[src/hw/rtl/vpsc_pkg.sv]
// Shared types and character codes for the path safety checker.
`default_nettype none
package vpsc_pkg;

   // Character codes the rules look for
   localparam logic [7:0] CH_NUL   = 8'h00;
   localparam logic [7:0] CH_DASH  = 8'h2D;
   localparam logic [7:0] CH_DOT   = 8'h2E;
   localparam logic [7:0] CH_SLASH = 8'h2F;
   localparam logic [7:0] CH_COLON = 8'h3A;
   localparam logic [7:0] CH_LT    = 8'h3C;
   localparam logic [7:0] CH_GT    = 8'h3E;
   localparam logic [7:0] CH_LSQ   = 8'h5B;
   localparam logic [7:0] CH_RSQ   = 8'h5D;

   localparam int unsigned CH_W    = 8;
   localparam int unsigned TDATA_W = 8;
   localparam logic [1:0] PART_LEN_MAX = 2'd2;

   // Bracketed directory phase, one-hot
   typedef enum logic [3:0] {
      DIR_NONE   = 4'b0001,
      DIR_OPEN   = 4'b0010,
      DIR_PARTS  = 4'b0100,
      DIR_CLOSED = 4'b1000
   } dir_phase_type;

   // One input item held in the input register
   typedef struct packed {
      logic [CH_W-1:0] ch;
      logic            last;
   } item_type;

   // Per-path scan state
   typedef struct packed {
      logic          at_start;
      logic          ended;
      logic          bad;
      logic          prev_dot;
      logic          saw_square;
      logic          saw_angle;
      dir_phase_type dir_phase;
      logic          dir_angle_kind;
      logic [1:0]    part_len;
      logic          part_dash_first;
   } scan_state_type;

   localparam scan_state_type SCAN_RESET = '{
      at_start:        1'b1,
      ended:           1'b0,
      bad:             1'b0,
      prev_dot:        1'b0,
      saw_square:      1'b0,
      saw_angle:       1'b0,
      dir_phase:       DIR_NONE,
      dir_angle_kind:  1'b0,
      part_len:        2'd0,
      part_dash_first: 1'b0
   };

   // Verdict handed from the rule core to the result register
   typedef struct packed {
      logic valid;
      logic safe;
   } verdict_type;

endpackage
`default_nettype wire

[src/hw/rtl/vpsc_rule_core.sv]
// Rule core: per-path scan state and the one-character update of every rule.
`default_nettype none
module vpsc_rule_core (
   input  wire logic                  clock,
   input  wire logic                  reset,
   input  wire logic                  step,
   input  wire vpsc_pkg::item_type    item,
   output vpsc_pkg::verdict_type      verdict
);

   vpsc_pkg::scan_state_type st_ff, st_in, nx;
   logic [7:0] c;
   logic       first, is_open, is_close, is_own_open;
   logic       ok;

   assign c = item.ch;

   // Apply one character to the scan state
   always_comb begin
      nx          = st_ff;
      first       = st_ff.at_start;
      is_open     = (c == vpsc_pkg::CH_LSQ) || (c == vpsc_pkg::CH_LT);
      is_close    = st_ff.dir_angle_kind ? (c == vpsc_pkg::CH_GT) : (c == vpsc_pkg::CH_RSQ);
      is_own_open = st_ff.dir_angle_kind ? (c == vpsc_pkg::CH_LT) : (c == vpsc_pkg::CH_LSQ);
      if (!st_ff.ended) begin
         if (c == vpsc_pkg::CH_NUL) begin
            nx.ended = 1'b1;
         end else begin
            nx.at_start = 1'b0;
            if (first && c == vpsc_pkg::CH_SLASH) nx.bad = 1'b1;
            if (c == vpsc_pkg::CH_COLON) nx.bad = 1'b1;
            if (c == vpsc_pkg::CH_DOT && st_ff.prev_dot) nx.bad = 1'b1;
            if (c == vpsc_pkg::CH_LSQ) nx.saw_square = 1'b1;
            if (c == vpsc_pkg::CH_LT) nx.saw_angle = 1'b1;
            if (nx.saw_square && nx.saw_angle) nx.bad = 1'b1;

            // Directory tracking
            case (st_ff.dir_phase)
               vpsc_pkg::DIR_NONE: begin
                  if (is_open) begin
                     if (first) begin
                        nx.dir_phase      = vpsc_pkg::DIR_OPEN;
                        nx.dir_angle_kind = (c == vpsc_pkg::CH_LT);
                     end else begin
                        nx.bad = 1'b1;
                     end
                  end
               end
               vpsc_pkg::DIR_OPEN: begin
                  if (is_close) begin
                     nx.dir_phase = vpsc_pkg::DIR_CLOSED;
                  end else if (c == vpsc_pkg::CH_DOT) begin
                     nx.dir_phase       = vpsc_pkg::DIR_PARTS;
                     nx.part_len        = 2'd0;
                     nx.part_dash_first = 1'b0;
                  end else begin
                     nx.bad = 1'b1;
                  end
               end
               vpsc_pkg::DIR_PARTS: begin
                  if (is_close || c == vpsc_pkg::CH_DOT) begin
                     // Close the component; a lone dash is rejected
                     if (st_ff.part_len == 2'd1 && st_ff.part_dash_first) nx.bad = 1'b1;
                     nx.part_len        = 2'd0;
                     nx.part_dash_first = 1'b0;
                     if (is_close) nx.dir_phase = vpsc_pkg::DIR_CLOSED;
                  end else begin
                     if (st_ff.part_len == 2'd0) nx.part_dash_first = (c == vpsc_pkg::CH_DASH);
                     if (st_ff.part_len < vpsc_pkg::PART_LEN_MAX)
                        nx.part_len = st_ff.part_len + 2'd1;
                  end
               end
               default: begin
                  if (is_close || is_own_open) nx.bad = 1'b1;
               end
            endcase

            nx.prev_dot = (c == vpsc_pkg::CH_DOT);
         end
      end
   end

   // Verdict on the last item, then back to the reset state
   assign ok = !nx.bad && !nx.at_start
            && nx.dir_phase != vpsc_pkg::DIR_OPEN && nx.dir_phase != vpsc_pkg::DIR_PARTS;

   always_comb begin
      st_in = st_ff;
      if (step) st_in = item.last ? vpsc_pkg::SCAN_RESET : nx;
   end

   assign verdict.valid = step && item.last;
   assign verdict.safe  = ok;

   always_ff @(posedge clock) begin
      if (reset) begin
         st_ff <= vpsc_pkg::SCAN_RESET;
      end else begin
         st_ff <= st_in;
      end
   end

endmodule
`default_nettype wire

[config.mk]
export PLATFORM = sky130hd
export DESIGN_NAME = vpsc_rule_core
export DESIGN_NICKNAME = d
export VERILOG_FILES = /design/src/hw/rtl/vpsc_pkg.sv /design/src/hw/rtl/vpsc_rule_core.sv
export SDC_FILE = /design/constraint.sdc
export NUM_CORES = 1
export LEC_CHECK = 0
export ABC_AREA = 1
export BUFFER_PORTS_ARGS = -buffer_cell sky130_fd_sc_hd__clkbuf_2
export CAP_MARGIN = 20
export CELL_PAD_IN_SITES_DETAIL_PLACEMENT = 0
export CELL_PAD_IN_SITES_GLOBAL_PLACEMENT = 1
export CORE_MARGIN = 2
export CORE_UTILIZATION = 35
export DETAILED_ROUTE_END_ITERATION = 7
export PLACE_DENSITY_LB_ADDON = 0.25
export SETUP_SLACK_MARGIN = 0.4
export SYNTH_ARGS = -nofsm -noshare
export SYNTH_HDL_FRONTEND = slang
export SYNTH_SLANG_ARGS = --single-unit
[constraint.sdc]
create_clock -name clock -period 4.05 [get_ports clock]
set_input_delay 1.215 -clock clock [delete_from_list [all_inputs] [get_ports clock]]
set_output_delay 1.215 -clock clock [all_outputs]
set_load 0.02 [all_outputs]
==> summary.txt <==
Status
  • Outcome: finished clean

Logic synthesis
  • Synth unique cells: 27
  • Post-synth top area share: 23.8%
  • Simple-gate share of the synthesized area: approximately half
  • Synth Instances: 191
  • Top cells by count, synth: 50 x nand2_1, 28 x nor2_1, 20 x inv_1
  • Synth Area in Adders: ~2.1%
  • Largest family of logic cells by synthesized area: simple AND/OR/NAND/NOR gates
  • Async SR Flop Fraction: 0%
  • Area leader, netlist: dfxtp_1
  • Count leader, synth: nand2_1
  • Number of synthesized register bits: 14
  • Post-synth EDFFs: 0
  • Mapped Nets: 205
  • Largest cells by area after synthesis: dfxtp_1 24%, nand2_1 16%, nor2_1 8.9%
  • Yosys warnings: 0
  • Mapped Area: 1180 um^2
  • Seq/Total Area, Yosys: 23.8%
  • Post-Synth XOR/XNOR Area: 0%
  • Synth Area in Compound Gates: between 15 and 20%
  • Prevailing post-synth register cell: dfxtp_1
  • Mux contribution to synthesized area: 0%
  • Syn_area_per_cell: 6.16 um^2

Clock tree
  • CTS Buf Count: 3
  • Hold buffers post-CTS: 0
  • H-Tree Depth: 1
  • Clock-pin slew on the worst setup and hold paths: approximately 0.09 ns
  • Maximum clock path buffer count: 2
  • Root Driver: clkbuf_4
  • Clk sinks: 14
  • Worst-Skew Late Latency: 0.28 ns
  • CTS tree: yes

Critical path
  • Reg2Reg Launch Point: st_ff[5]
  • Setup CP Type: input port to flip-flop
  • Critical Path RT: about 4.3 ns
  • R2R setup slack: ~0.98 ns
  • CP startpoint kind: input port
  • FF-to-FF End: st_ff[4]
  • Crit. End Element: flip-flop
  • R2R depth: 22
  • Critical Path AT: between 3 and 4 ns
  • CP max FO: 5

Finish
  • Total of fill cells in the finished design: around 340
  • Register area: ~280 um^2
  • Area of the multi-input gates: 860 um^2
  • Synth-to-Final Area Change: 37.2%
  • Layout Nets: 245
  • Layout cells sized above 1: 41.0%
  • Antenna diodes: 0

STA
  • Final Hold Viols: 0
  • Pins Over Slew Limit: 0
  • Setup_tns: 0 ns
  • Final setup margin: 0.318 ns
  • Final setup viols: 0
  • RSZ-0062 raised after global routing: true
  • Fmax: ~270 MHz
  • Final worst path period need: 3.73 ns
  • Worst-Margin Slew: 0.311 ns
  • Slew headroom: 79.2%
  • Fin crit share: 92.1%
  • Final clock skew: 0.00824 ns
  • Fin Hold WS: 0.477 ns

Global routing
  • Gr usage total: between 10% and 20%
  • M1 GR Usage: between 20% and 30%
  • Initial antenna violation count: 0
  • Met2 Usage GRT: a little under a third
  • Met3 Usage GRT: approximately 2.3%
  • GRT Residual Overflow: 0
  • First-pass GRT wire length: 5.22 mm
  • Busiest layer in global routing: met2
  • Vias in the first global route: around 1200
  • Largest net degree at the start of global routing: 9

Drt
  • Drt via density: 4.88
  • DRT Pass-1 Iters: 4
  • Antenna viol nets, final: 0
  • Detailed-route DRC error count: 0
  • Post-Route WL: 3.32 mm
  • Via count: 1341
  • Drt initial violations: 97
  • Wirelength per Cell: 12.1 um

Place
  • Buffers added on ports: 13
  • Setup slack after placement: between 0.2 and 0.3 ns
  • Dpl hpwl: 2.38 mm
  • RePlAce Congestion: 0.825

Run
  • Max cap viols: 0

Min path
  • Worst Hold Class: flip-flop to flip-flop
  • Hold path start: st_ff[8]
  • Hold Path Stages: 2
  • Worst Hold Path EP: st_ff[8]

Floorplan
  • Starting density of the core: 35.8%
  • Chip height: 62 um
  • Die ar.: 3840 um^2
  • Die width: 62 um
  • Core Area: 3280 um^2
  • Io pins: 14
  • Rows: 21

Pwr
  • Worst vdd ir: 87.1 uV
  • Power Dens Cells: ~220 nW/um^2
  • Leak pwr: 0.819 nW
==> per-stage QoR <==
step	util, %	instances	total power (W)	instance area (um^2)
6_report	49.2	275	0.000361	1620
3_3_place_gp	39.4	249	0.000235	1290
5_1_grt	49.2	275	0.000383	1620
4_1_cts	47.0	273	0.000352	1540
2_1_floorplan	-	191	0.000214	1180
3_5_place_dp	39.4	249	0.000235	1290
==> sequential cells by signal (all words and copies together), names as in the netlist <==
signal  cells
first       1
st_ff      13
==> how the worst max path moves through the flow <==
stage | slack (ns) | depth (start not counted) | from | endpoint
floorplan | 0.57 | 13 | item[8] | verdict[0]
global placement | 0.26 | 12 | item[1] | verdict[0]
detailed placement | 0.26 | 12 | item[1] | verdict[0]
CTS | 0.36 | 14 | item[8] | verdict[0]
global route | 0.21 | 15 | item[8] | verdict[0]
finish | 0.32 | 26 | item[2] | st_ff[4]
==> critical path, stage by stage <==
cell	delay, ns
clkbuf_8	0.13
nand2_1	0.08
nor2_2	0.05
nand2_2	0.09
nand2_2	0.08
nand2_2	0.06
nand2_1	0.06
o21ai_1	0.08
nand2_1	0.09
buf_4	0.14
buf_4	0.12
buf_4	0.12
buf_4	0.12
buf_4	0.12
buf_4	0.12
buf_4	0.12
buf_4	0.12
buf_4	0.12
buf_4	0.12
buf_4	0.12
buf_4	0.12
buf_4	0.12
buf_4	0.12
buf_4	0.12
o21a_1	0.09
o21ai_1	0.10
==> routing by layer <==
layer	share of wire, %	up-vias
li1	-	689
met1	43	609
met2	50	35
met3	4.4	8
met4	2.1	0
met5	0	-
==> where the power goes <==
part	switching [W]	internal (W)	total, W
sequential	0.00000475	0.000145	0.000150
combinational	0.0000683	0.0000606	0.000129
clock	0.0000476	0.0000344	0.0000821
==> final cells by class <==
cell class | count | share of cell area [%]
Multi-Input combinational cell | 148 | 53.2
Timing Repair Buffer | 36 | 17.7
Sequential cell | 14 | 17.4
Inverter | 28 | 6.82
Tap cell | 46 | 3.56
Clock buffer | 3 | 1.39
==> repair_timing <==
action / in CTS / in global routing
gates resized for setup: 18 / 20
setup buffers: 21 / 2
pin swaps: 13 / 16
endpoints found under the setup margin: 1 / 2
==> layout by cell type, fill, tap and decap left out, types with 2 or more instances in the layout <==
cell      instances
a21oi_1          12
o211ai_1          2
nor2_4            6
inv_1            18
nand3_2           5
inv_4             2
buf_4            24
clkbuf_4          3
nand3_1           9
nand2_2          16
o21ai_1           6
nor2_1           23
buf_6             3
clkbuf_2          5
ha_1              2
inv_2             8
nor4_1            2
dfxtp_1          14
nor2_2            7
nand2_1          41
o21ai_0           3
clkbuf_8          3
nand2_4           5
==> logic make-up (layout without fill, tap and decap cells) <==
| kind of cell | after synthesis | after routing |
|---|---|---|
| simple gates | 117 | 117 |
| compound gates | 29 | 29 |
| buf+inv | 29 | 67 |
| flops | 14 | 14 |
| fa+ha+maj | 2 | 2 |
No activity file was read; power rests on OpenSTA's default activity.
